## config.mk

```make
export PLATFORM = sky130hd
export DESIGN_NAME = breakpoint_linear_interpolator_flat
export DESIGN_NICKNAME = d
export VERILOG_FILES = /design/src/sv/bli_pkg.sv /design/src/sv/bli_if.sv /design/src/sv/breakpoint_linear_interpolator.sv /design/src/sv/bli_cell.sv /design/src/sv/bli_divider.sv /design/src/flat_wrapper.sv
export SDC_FILE = /design/constraint.sdc
export NUM_CORES = 2
export LEC_CHECK = 0
export ABC_AREA = 1
export BUFFER_PORTS_ARGS = -buffer_cell sky130_fd_sc_hd__buf_2
export CAP_MARGIN = 20
export CORE_ASPECT_RATIO = 1.5
export CORE_MARGIN = 10
export CORE_UTILIZATION = 31
export DETAILED_ROUTE_END_ITERATION = 6
export GPL_TIMING_DRIVEN = 0
export PLACE_DENSITY_LB_ADDON = 0.15
export SKIP_LAST_GASP = 1
export SLEW_MARGIN = 40
export SYNTH_ARGS = -nofsm -noshare
export SYNTH_HDL_FRONTEND = slang
export SYNTH_SLANG_ARGS = --single-unit
```

## constraint.sdc

```tcl
create_clock -name clk_i -period 6.3 [get_ports clk_i]
set_input_delay 1.26 -clock clk_i [delete_from_list [all_inputs] [get_ports clk_i]]
set_output_delay 1.26 -clock clk_i [all_outputs]
set_load 0.05 [all_outputs]
```

## src/sv/bli_pkg.sv

```systemverilog
`timescale 1ns / 1ps
package bli_pkg;
  localparam int unsigned TimeW = 16;
  localparam int unsigned PosW = 18;
  localparam int unsigned FracW = 17;
  localparam int unsigned StatW = 2;
  localparam int unsigned CfgW = 18;
  localparam int unsigned CfgIdxW = 2;

  typedef logic [CfgIdxW-1:0] cfg_idx_t;
  localparam cfg_idx_t CfgDuration = 2'd0;
  localparam cfg_idx_t CfgStartPos = 2'd1;
  localparam cfg_idx_t CfgEndPos = 2'd2;

  typedef logic [StatW-1:0] status_t;
  localparam status_t StQuery = 2'd0;
  localparam status_t StStored = 2'd1;
  localparam status_t StDup = 2'd2;
  localparam status_t StFull = 2'd3;

  localparam logic signed [PosW-1:0] PosOne = 18'sd65536;

  typedef struct packed {
    logic [TimeW-1:0] time_ms;
    logic [PosW-1:0] pos;
    logic valid;
  } entry_t;

  // Control broadcast to every cell in the chain.
  typedef struct packed {
    logic rot;
    logic ins_en;
    logic [TimeW-1:0] key;
  } cell_ctrl_t;
endpackage

```

## src/sv/bli_if.sv

```systemverilog
`timescale 1ns / 1ps
interface bli_in_if;
  logic valid;
  logic ready;
  logic kind;
  logic [15:0] time_ms;
  logic [16:0] point_fraction;
  logic signed [17:0] point_position;
  modport source(output valid, kind, time_ms, point_fraction, point_position, input ready);
  modport sink(input valid, kind, time_ms, point_fraction, point_position, output ready);
endinterface

interface bli_out_if;
  logic valid;
  logic ready;
  logic signed [17:0] position;
  logic [1:0] status;
  modport source(output valid, position, status, input ready);
  modport sink(input valid, position, status, output ready);
endinterface

```

## src/sv/breakpoint_linear_interpolator.sv

```systemverilog
`timescale 1ns / 1ps
// Breakpoint linear interpolator. Maps a time in milliseconds to a signed
// Q2.16 position by straight-line interpolation between the start point at
// time zero, the end point at duration_ms and up to MAX_POINTS stored
// breakpoints kept sorted by time in a row of cells. An add item computes
// its time as (duration_ms * fraction) >> 16, checks for duplicates while
// the row makes one full rotation and then inserts the new entry by
// shifting the later entries one place right. A query sweeps the row the
// same way; a query that lands between breakpoints then runs a 32 step
// restoring divider and a multiply and shift, while queries at zero, at
// the end, past the end or on a stored breakpoint skip both. One item is
// worked on at a time: the input is ready again only in the cycle after
// the result transfer.
module breakpoint_linear_interpolator #(
  parameter int unsigned MAX_POINTS = 16
) (
  input  logic        clk_i,
  input  logic        rst_ni,
  input  logic        cfg_we_i,
  input  logic [bli_pkg::CfgIdxW-1:0] cfg_index_i,
  input  logic [bli_pkg::CfgW-1:0] cfg_data_i,
  bli_in_if.sink      in_i,
  bli_out_if.source   out_o
);
  import bli_pkg::*;
  localparam int unsigned CntW = $clog2(MAX_POINTS + 1);
  localparam int unsigned IdxW = (MAX_POINTS > 1) ? $clog2(MAX_POINTS) : 1;

  typedef enum logic [6:0] {
    SIdle  = 7'b0000001,
    SAddMul = 7'b0000010,
    SAddScan = 7'b0000100,
    SQScan = 7'b0001000,
    SQDiv  = 7'b0010000,
    SQMul  = 7'b0100000,
    SOut   = 7'b1000000
  } state_e;

  state_e state_q, state_d;

  logic [TimeW-1:0] dur_q;
  logic signed [PosW-1:0] spos_q, epos_q;
  always_ff @(posedge clk_i or negedge rst_ni) begin
    if (!rst_ni) begin
      dur_q <= 16'd1000;
      spos_q <= 18'sd0;
      epos_q <= 18'sd65536;
    end else if (cfg_we_i) begin
      case (cfg_index_i)
        CfgDuration: dur_q <= cfg_data_i[TimeW-1:0];
        CfgStartPos: spos_q <= cfg_data_i;
        CfgEndPos: epos_q <= cfg_data_i;
        default: ;
      endcase
    end
  end

  // Item registers.
  logic [TimeW-1:0] t_q;
  logic signed [PosW-1:0] ppos_q;
  logic [16:0] frac_q;
  logic [CntW-1:0] count_q;
  logic [IdxW:0] scan_q;
  logic dup_q, hit_q;
  logic [TimeW-1:0] t0_q, t1_q;
  logic signed [PosW-1:0] p0_q, p1_q, hitpos_q;
  logic signed [PosW-1:0] res_pos_q;
  status_t res_st_q;
  logic out_valid_q;
  logic [16:0] qfrac_q;
  logic signed [36:0] prod_q;

  // Cell row.
  entry_t ent [MAX_POINTS];
  cell_ctrl_t ctrl;
  entry_t ins;

  // The rotate mode feeds the tail into the head for the sweep; a full
  // rotation through all MAX_POINTS cells restores the order.
  assign ins.time_ms = t_q;
  assign ins.pos = ppos_q;
  assign ins.valid = 1'b1;

  for (genvar g = 0; g < MAX_POINTS; g++) begin : g_cell
    entry_t prev_e;
    if (g == 0) begin : g_head
      assign prev_e = ent[MAX_POINTS-1];
    end else begin : g_body
      assign prev_e = ent[g-1];
    end
    bli_cell u_cell (
      .clk_i(clk_i), .rst_ni(rst_ni), .head_i((g == 0) ? 1'b1 : 1'b0), .ctrl_i(ctrl),
      .prev_i(prev_e), .ins_i(ins), .ent_o(ent[g])
    );
  end

  // The sweep reads the tail; rotation moves all cells, valid flag included,
  // so a full pass through all MAX_POINTS cells shows each entry once.
  entry_t tail;
  assign tail = ent[MAX_POINTS-1];

  logic div_start, div_done;
  logic [16:0] div_quo;
  bli_divider u_div (
    .clk_i(clk_i), .rst_ni(rst_ni), .start_i(div_start),
    .num_i(t_q - t0_q), .den_i(t1_q - t0_q), .done_o(div_done), .quo_o(div_quo)
  );

  logic [32:0] add_prod;
  assign add_prod = dur_q * frac_q;

  logic signed [PosW:0] pdiff;
  assign pdiff = {p1_q[PosW-1], p1_q} - {p0_q[PosW-1], p0_q};

  logic in_fire;
  assign in_i.ready = (state_q == SIdle) && !out_valid_q;
  assign in_fire = in_i.valid && in_i.ready;

  always_comb begin
    state_d = state_q;
    ctrl.rot = 1'b0;
    ctrl.ins_en = 1'b0;
    ctrl.key = t_q;
    div_start = 1'b0;
    case (state_q)
      SIdle: if (in_fire) state_d = in_i.kind ? SAddMul : SQScan;
      SAddMul: state_d = SAddScan;
      SAddScan: begin
        if (scan_q == (IdxW+1)'(MAX_POINTS)) begin
          if (!(t_q == '0 || t_q == dur_q || dup_q) &&
              count_q < CntW'(MAX_POINTS)) ctrl.ins_en = 1'b1;
          state_d = SOut;
        end else begin
          ctrl.rot = 1'b1;
        end
      end
      SQScan: begin
        if (scan_q == (IdxW+1)'(MAX_POINTS)) begin
          if (t_q > dur_q || t_q == '0 || t_q == dur_q || hit_q) state_d = SOut;
          else begin
            div_start = 1'b1;
            state_d = SQDiv;
          end
        end else begin
          ctrl.rot = 1'b1;
        end
      end
      SQDiv: if (div_done) state_d = SQMul;
      SQMul: state_d = SOut;
      SOut: state_d = SIdle;
      default: state_d = SIdle;
    endcase
  end

  logic slot_valid;
  assign slot_valid = tail.valid;

  always_ff @(posedge clk_i) begin
    if (in_fire) begin
      t_q <= in_i.time_ms;
      ppos_q <= in_i.point_position;
      frac_q <= (in_i.point_fraction > 17'd65536) ? 17'd65536 : in_i.point_fraction;
      t0_q <= '0;
      t1_q <= dur_q;
      p0_q <= spos_q;
      p1_q <= epos_q;
    end
    if (state_q == SAddMul) t_q <= add_prod[31:16];
    if (state_q == SQScan && scan_q != (IdxW+1)'(MAX_POINTS) && slot_valid &&
        tail.time_ms != '0 && tail.time_ms < dur_q) begin
      if (tail.time_ms == t_q) hitpos_q <= tail.pos;
      else if (tail.time_ms < t_q && tail.time_ms >= t0_q) begin
        t0_q <= tail.time_ms;
        p0_q <= tail.pos;
      end else if (tail.time_ms > t_q && tail.time_ms < t1_q) begin
        t1_q <= tail.time_ms;
        p1_q <= tail.pos;
      end
    end
    if (div_done) qfrac_q <= div_quo;
    if (state_q == SQMul) prod_q <= pdiff * $signed({1'b0, qfrac_q});
  end

  logic signed [PosW-1:0] interp_pos;
  assign interp_pos = p0_q + PosW'(prod_q >>> 16);

  always_ff @(posedge clk_i or negedge rst_ni) begin
    if (!rst_ni) begin
      state_q <= SIdle;
      count_q <= '0;
      scan_q <= '0;
      dup_q <= 1'b0;
      hit_q <= 1'b0;
      out_valid_q <= 1'b0;
      res_pos_q <= '0;
      res_st_q <= StQuery;
    end else begin
      state_q <= state_d;
      if (out_valid_q && out_o.ready) out_valid_q <= 1'b0;
      if (in_fire) begin
        scan_q <= '0;
        dup_q <= 1'b0;
        hit_q <= 1'b0;
      end
      if ((state_q == SAddScan || state_q == SQScan) &&
          scan_q != (IdxW+1)'(MAX_POINTS)) begin
        scan_q <= scan_q + 1'b1;
        if (tail.valid && tail.time_ms == t_q) dup_q <= 1'b1;
        if (state_q == SQScan && tail.valid && tail.time_ms != '0 &&
            tail.time_ms < dur_q && tail.time_ms == t_q) hit_q <= 1'b1;
      end
      if (state_q == SAddScan && scan_q == (IdxW+1)'(MAX_POINTS)) begin
        res_pos_q <= '0;
        if (t_q == '0 || t_q == dur_q || dup_q) res_st_q <= StDup;
        else if (count_q >= CntW'(MAX_POINTS)) res_st_q <= StFull;
        else begin
          res_st_q <= StStored;
          count_q <= count_q + 1'b1;
        end
      end
      if (state_q == SQScan && scan_q == (IdxW+1)'(MAX_POINTS)) begin
        res_st_q <= StQuery;
        if (t_q > dur_q) res_pos_q <= PosOne;
        else if (t_q == '0) res_pos_q <= spos_q;
        else if (t_q == dur_q) res_pos_q <= epos_q;
        else if (hit_q) res_pos_q <= hitpos_q;
      end
      if (state_q == SQMul) res_st_q <= StQuery;
      if (state_q == SOut) begin
        out_valid_q <= 1'b1;
        if (res_st_q == StQuery && !(t_q > dur_q || t_q == '0 || t_q == dur_q || hit_q))
          res_pos_q <= interp_pos;
      end
    end
  end

  assign out_o.valid = out_valid_q;
  assign out_o.position = res_pos_q;
  assign out_o.status = res_st_q;
endmodule

```

## src/sv/bli_cell.sv

```systemverilog
`timescale 1ns / 1ps
module bli_cell (
  input  logic                clk_i,
  input  logic                rst_ni,
  input  logic                head_i,
  input  bli_pkg::cell_ctrl_t ctrl_i,
  input  bli_pkg::entry_t     prev_i,
  input  bli_pkg::entry_t     ins_i,
  output bli_pkg::entry_t     ent_o
);
  import bli_pkg::*;
  entry_t ent_q, ent_d;
  logic prev_gt, self_gt, first_free;

  // Insertion into a sorted row: a cell takes its left neighbor if that one
  // is above the key, else the new entry if it is itself above the key or
  // is the first empty cell. Rotation moves every cell one place right.
  assign prev_gt = !head_i && prev_i.valid && (prev_i.time_ms > ctrl_i.key);
  assign self_gt = ent_q.valid && (ent_q.time_ms > ctrl_i.key);
  assign first_free = !ent_q.valid && (head_i || prev_i.valid);

  always_comb begin
    ent_d = ent_q;
    if (ctrl_i.rot) begin
      ent_d = prev_i;
    end else if (ctrl_i.ins_en) begin
      if (prev_gt) ent_d = prev_i;
      else if (self_gt || first_free) ent_d = ins_i;
    end
  end

  always_ff @(posedge clk_i or negedge rst_ni) begin
    if (!rst_ni) begin
      ent_q <= '0;
    end else begin
      ent_q <= ent_d;
    end
  end

  assign ent_o = ent_q;
endmodule

```

## src/sv/bli_divider.sv

```systemverilog
`timescale 1ns / 1ps
module bli_divider (
  input  logic        clk_i,
  input  logic        rst_ni,
  input  logic        start_i,
  input  logic [15:0] num_i,
  input  logic [15:0] den_i,
  output logic        done_o,
  output logic [16:0] quo_o
);
  import bli_pkg::*;
  // Restoring division of num<<16 by den, one quotient bit a cycle.
  logic [31:0] num_q, num_d;
  logic [16:0] rem_q, rem_d;
  logic [15:0] den_q;
  logic [16:0] quo_q, quo_d;
  logic [5:0] cnt_q;
  logic busy_q;
  logic [16:0] trial;

  always_comb begin
    trial = {rem_q[15:0], num_q[31]};
    num_d = {num_q[30:0], 1'b0};
    if (trial >= {1'b0, den_q}) begin
      rem_d = trial - {1'b0, den_q};
      quo_d = {quo_q[15:0], 1'b1};
    end else begin
      rem_d = trial;
      quo_d = {quo_q[15:0], 1'b0};
    end
  end

  always_ff @(posedge clk_i) begin
    if (start_i) begin
      num_q <= {num_i, 16'd0};
      den_q <= den_i;
      rem_q <= '0;
      quo_q <= '0;
    end else if (busy_q) begin
      num_q <= num_d;
      rem_q <= rem_d;
      quo_q <= quo_d;
    end
  end

  always_ff @(posedge clk_i or negedge rst_ni) begin
    if (!rst_ni) begin
      busy_q <= 1'b0;
      cnt_q <= '0;
    end else if (start_i) begin
      busy_q <= 1'b1;
      cnt_q <= 6'd32;
    end else if (busy_q) begin
      cnt_q <= cnt_q - 6'd1;
      if (cnt_q == 6'd1) busy_q <= 1'b0;
    end
  end

  assign done_o = busy_q && (cnt_q == 6'd1);
  assign quo_o = quo_d;
endmodule

```

## src/flat_wrapper.sv

```systemverilog
// flat-port wrapper written by rule: the top's interface ports become plain ports
module breakpoint_linear_interpolator_flat import bli_pkg::*;
#(
  parameter int unsigned MAX_POINTS = 16
)
  (clk_i, rst_ni, cfg_we_i, cfg_index_i, cfg_data_i, in_i_valid, in_i_kind, in_i_time_ms, in_i_point_fraction, in_i_point_position, in_i_ready, out_o_valid, out_o_position, out_o_status, out_o_ready);
  bli_in_if in_i_i ();
  bli_out_if out_o_i ();
  input  logic clk_i;
  input  logic rst_ni;
  input  logic cfg_we_i;
  input  logic [bli_pkg::CfgIdxW-1:0] cfg_index_i;
  input  logic [bli_pkg::CfgW-1:0] cfg_data_i;
  input wire logic [$bits(in_i_i.valid)-1:0] in_i_valid;
  input wire logic [$bits(in_i_i.kind)-1:0] in_i_kind;
  input wire logic [$bits(in_i_i.time_ms)-1:0] in_i_time_ms;
  input wire logic [$bits(in_i_i.point_fraction)-1:0] in_i_point_fraction;
  input wire logic [$bits(in_i_i.point_position)-1:0] in_i_point_position;
  output wire logic [$bits(in_i_i.ready)-1:0] in_i_ready;
  output wire logic [$bits(out_o_i.valid)-1:0] out_o_valid;
  output wire logic [$bits(out_o_i.position)-1:0] out_o_position;
  output wire logic [$bits(out_o_i.status)-1:0] out_o_status;
  input wire logic [$bits(out_o_i.ready)-1:0] out_o_ready;
  assign in_i_i.valid = in_i_valid;
  assign in_i_i.kind = in_i_kind;
  assign in_i_i.time_ms = in_i_time_ms;
  assign in_i_i.point_fraction = in_i_point_fraction;
  assign in_i_i.point_position = in_i_point_position;
  assign in_i_ready = in_i_i.ready;
  assign out_o_valid = out_o_i.valid;
  assign out_o_position = out_o_i.position;
  assign out_o_status = out_o_i.status;
  assign out_o_i.ready = out_o_ready;
  breakpoint_linear_interpolator #(.MAX_POINTS(MAX_POINTS)) u_core (.clk_i(clk_i), .rst_ni(rst_ni), .cfg_we_i(cfg_we_i), .cfg_index_i(cfg_index_i), .cfg_data_i(cfg_data_i), .in_i(in_i_i), .out_o(out_o_i));
endmodule
```

==> metrics.txt <==
# TYPE chip_impl_metric gauge
chip_impl_info{name="run_status",value="finished with violations"} 1
chip_impl_info{name="failed_checks",value="negative setup slack"} 1
chip_impl_info{name="cp_slowest_cell",value="sky130_fd_sc_hd__fa_1"} 1
chip_impl_metric{name="vias",unit=""} 64800
chip_impl_metric{name="clkSinkCount",unit=""} 895
chip_impl_info{name="setup.worst_path.end_class",value="flop"} 1
chip_impl_metric{name="max_cap_violations",unit=""} 0
chip_impl_metric{name="post-route-period-util",unit="%"} 113
chip_impl_metric{name="synth-compound-area-share",unit="%"} 12.6
chip_impl_info{name="rsz0062_at_grt",value="true"} 1
chip_impl_metric{name="antenna_violations_before_repair",unit=""} 12
chip_impl_metric{name="ant_nets",unit=""} 0
chip_impl_metric{name="placementRows",unit=""} 220
chip_impl_metric{name="timing.final.hold_violations",unit=""} 0
chip_impl_metric{name="coreArea",unit="µm²"} 239000
chip_impl_metric{name="routed_via_density",unit=""} 4.89
chip_impl_metric{name="grt_pass1_wl",unit="mm"} 437
chip_impl_metric{name="synthMuxAreaShare",unit="%"} 0.0286
chip_impl_metric{name="synth.yosys.warnings",unit=""} 0
chip_impl_metric{name="preCtsSetupSlack",unit="ps"} -2370
chip_impl_metric{name="pin_count",unit=""} 99
chip_impl_info{name="most_common_cell_in_the_netlist",value="sky130_fd_sc_hd__nand2_1"} 1
chip_impl_metric{name="worst_path_largest_cell_delay",unit="ps"} 560
chip_impl_metric{name="globalplace.congestion",unit=""} 0.932
chip_impl_metric{name="synth_sequential_area_ratio",unit="%"} 30.4
chip_impl_metric{name="drive_gt1_share",unit="%"} 11.6
chip_impl_metric{name="fin_skew",unit="ps"} 46.9
chip_impl_metric{name="timing.critical_path.arrival",unit="ps"} 7590
chip_impl_metric{name="dr.first_iter.drc_count",unit=""} 4188
chip_impl_metric{name="first_global_vias",unit=""} 67200
chip_impl_metric{name="numCtsBuffers",unit=""} 98
chip_impl_metric{name="synthesis.nets",unit=""} 10900
chip_impl_metric{name="detail_route.drc_violations",unit=""} 0
chip_impl_info{name="clock_tree_from_tritoncts",value="done"} 1
chip_impl_metric{name="post_synthesis_sequential_element_count",unit=""} 895
chip_impl_metric{name="buffer_ports.inserted",unit=""} 98
chip_impl_metric{name="finish.utilization",unit="%"} 35.9
chip_impl_info{name="clk_root_buffer_cell",value="sky130_fd_sc_hd__clkbuf_16"} 1
chip_impl_metric{name="synthCells",unit=""} 9702
chip_impl_metric{name="largest_net_degree_at_the_start_of_global_routing",unit=""} 102
chip_impl_metric{name="critPathMaxFanout",unit=""} 5
chip_impl_metric{name="synth.avg_cell_area",unit="µm²"} 7.66
chip_impl_info{name="crit_top_cell",value="sky130_fd_sc_hd__fa_1"} 1
chip_impl_metric{name="drt-total-wl",unit="mm"} 297
chip_impl_metric{name="ys_async_sr_fraction",unit="%"} 73.6
chip_impl_metric{name="design.die.area",unit="µm²"} 260000
chip_impl_metric{name="clock_latency",unit="ps"} 750
chip_impl_metric{name="worstMarginPinSlew",unit="ps"} 953
chip_impl_metric{name="final_period_minus_worst_setup_slack",unit="ps"} 7130
chip_impl_info{name="critical_path.startpoint_type",value="flop"} 1
chip_impl_metric{name="cts.htree.levels",unit=""} 3
chip_impl_metric{name="yosys.area_share.xor_xnor",unit="%"} 1.33
chip_impl_metric{name="gr-usage-all-layers",unit="%"} 22.5
chip_impl_metric{name="hold_slack",unit="ps"} 436
chip_impl_metric{name="die_h",unit="µm"} 620
chip_impl_metric{name="final_worst_path_setup_slack",unit="ps"} -829
chip_impl_metric{name="clk_pin_slew",unit="ps"} 60
chip_impl_info{name="yosys-top-cells-area",value="sky130_fd_sc_hd__dfrtp_1 (22%), sky130_fd_sc_hd__fa_1 (14%), sky130_fd_sc_hd__nand2_1 (13%)"} 1
chip_impl_metric{name="final-max-slew-violation-count",unit=""} 0
chip_impl_metric{name="first_pass_iters",unit=""} 6
chip_impl_metric{name="yosys.area_share.simple",unit="%"} 20.5
chip_impl_metric{name="mappedNetlistArea",unit="µm²"} 74300
chip_impl_metric{name="cts.hold.buffers_added",unit=""} 0
chip_impl_metric{name="detail_route.wl_per_cell",unit="µm"} 22.5
chip_impl_metric{name="gr-total-overflow",unit=""} 0
chip_impl_info{name="synth_top_family_by_area",value="adder cells"} 1
chip_impl_info{name="yosys-top-cells-count",value="sky130_fd_sc_hd__nand2_1 (2629), sky130_fd_sc_hd__inv_1 (1651), sky130_fd_sc_hd__o21ai_0 (984)"} 1
chip_impl_metric{name="synth-edff-count",unit=""} 136
chip_impl_info{name="worstSetupPathType",value="flop to flop"} 1
chip_impl_metric{name="hpwl",unit="mm"} 235
chip_impl_metric{name="initial_core_util",unit="%"} 31.1
chip_impl_metric{name="synthDistinctLibCells",unit=""} 70
chip_impl_metric{name="synthAdderAreaFrac",unit="%"} 23.6
chip_impl_metric{name="fmax",unit="MHz"} 140
chip_impl_metric{name="fin_nets",unit=""} 11200
chip_impl_metric{name="synth_top_area_share",unit="%"} 21.9
chip_impl_metric{name="cp_data_required_time",unit="ps"} 6760
chip_impl_metric{name="die_x",unit="µm"} 420
chip_impl_metric{name="clock_path_buffers",unit=""} 3
chip_impl_metric{name="area_growth_syn_to_layout",unit="%"} 15.3
chip_impl_info{name="postSynth.topFlopCell",value="sky130_fd_sc_hd__dfrtp_1"} 1
chip_impl_metric{name="setup_violation_total_in_the_final_timing_report",unit=""} 18
chip_impl_metric{name="final.fill_count",unit=""} 25300
chip_impl_metric{name="max_slew_margin",unit="%"} 35.8
chip_impl_info{name="worst_hold_path_type",value="input pin to async pin"} 1
chip_impl_info{name="yosysTopAreaCell",value="sky130_fd_sc_hd__dfrtp_1"} 1
state kept, by name, indices dropped and copies added (netlist names), 6 cells and up:
name / cells
u_core.dur_q: 16
u_core.epos_q: 18
u_core.frac_q: 17
u_core.g_cell.u_cell.ent_o: 560
u_core.hitpos_q: 18
u_core.out_o.position: 18
u_core.p0_q: 18
u_core.p1_q: 18
u_core.ppos_q: 18
u_core.prod_q: 18
u_core.qfrac_q: 17
u_core.spos_q: 18
u_core.state_q: 7
u_core.t0_q: 16
u_core.t1_q: 16
u_core.t_q: 16
u_core.u_div.cnt_q: 6
u_core.u_div.den_q: 16
u_core.u_div.num_q: 16
u_core.u_div.quo_q: 16
u_core.u_div.rem_q: 16
worst max-delay path: cells and delay by family (launching register included):
kind | cells | cell delay (ps)
adder cells (fa/ha/maj) | 9 | 3970
AO/OA/AOI/OAI | 4 | 920
buffers and inverters | 10 | 830
AND/OR/NAND/NOR | 9 | 740
flip-flops | 1 | 360
area by class of cell:
| type | instances | area, µm² | share of cell area [%] |
|---|---|---|---|
| tap | 3108 | 3890 | 4.54 |
| buffer | 418 | 2350 | 2.74 |
| inverter | 1687 | 6460 | 7.54 |
| antenna | 9 | 22.5 | 0.0263 |
| clock buffer | 145 | 2880 | 3.37 |
| multi-input combinational | 6671 | 45000 | 52.5 |
| sequential | 895 | 22700 | 26.5 |
| clock inverter | 37 | 327 | 0.381 |
| timing repair buffer | 265 | 2110 | 2.46 |
path summary, 6_finish.rpt:
path,start,end,slack (ps),cells after the start
worst max-delay path,u_core.p1_q[0],u_core.prod_q[33],-830,32
worst min-delay path,rst_ni,u_core.g_cell[8].u_cell.ent_o[8],440,1
worst max register to register,u_core.p1_q[0],u_core.prod_q[33],-830,32
worst min register to register,u_core.u_div.quo_q[15],u_core.qfrac_q[16],450,0
max in group asynchronous,rst_ni,u_core.epos_q[16],4050,4
min in group clk_i,u_core.u_div.quo_q[15],u_core.qfrac_q[16],450,0
cells by family after synthesis:
group | Yosys count
AOI/OAI and AO/OA | 1717
xor gates and xnor gates | 113
adders and majority gates | 1097
buffers and inverters | 2137
DFF | 895
muxes | 2
and+or+nand+nor | 3741
placed cells by master, fill, tap and decap left out, types with 104 or more instances in the layout:
| cell | count |
|---|---|
| sky130_fd_sc_hd__ha_1 | 543 |
| sky130_fd_sc_hd__edfxtp_1 | 136 |
| sky130_fd_sc_hd__nand2_1 | 2579 |
| sky130_fd_sc_hd__inv_1 | 1592 |
| sky130_fd_sc_hd__o21ai_0 | 965 |
| sky130_fd_sc_hd__o21ai_1 | 148 |
| sky130_fd_sc_hd__fa_1 | 493 |
| sky130_fd_sc_hd__buf_4 | 150 |
| sky130_fd_sc_hd__clkbuf_1 | 198 |
| sky130_fd_sc_hd__nand3_1 | 296 |
| sky130_fd_sc_hd__a21oi_1 | 317 |
| sky130_fd_sc_hd__dfrtp_1 | 646 |
| sky130_fd_sc_hd__clkbuf_16 | 104 |
| sky130_fd_sc_hd__nor2_1 | 479 |
| sky130_fd_sc_hd__buf_2 | 203 |
through the flow:
| stage | cells | instance area (µm²) | TNS (ps) |
|---|---|---|---|
| 2_1_floorplan | 9702 | 74800 | -296 |
| 3_3_place_gp | 12900 | 79100 | -7103830 |
| 3_5_place_dp | 12900 | 79600 | -46390 |
| 4_1_cts | 13200 | 84800 | -12120 |
| 5_1_grt | 13200 | 85700 | -15750 |
| 6_report | 13200 | 85700 | -12020 |
repair_timing:
action,in CTS,in global routing
gates cloned,1,0
setup buffers,99,49
resized for setup,355,145
setup endpoints to repair,34,34
pin swaps,90,69
metal layers:
| metal | routed length (µm) | track usage, % | vias up |
|---|---|---|---|
| met1 | 108000 | 23.6 | 31400 |
| met4 | 24300 | 15.3 | 2 |
| li1 | - | - | 31100 |
| met5 | 13 | 0 | - |
| met3 | 9370 | 1.96 | 669 |
| met2 | 155000 | 42.1 | 1573 |
Power is not shown: default switching activity piles up to over one toggle a cycle in this logic, so the estimate is an artifact.
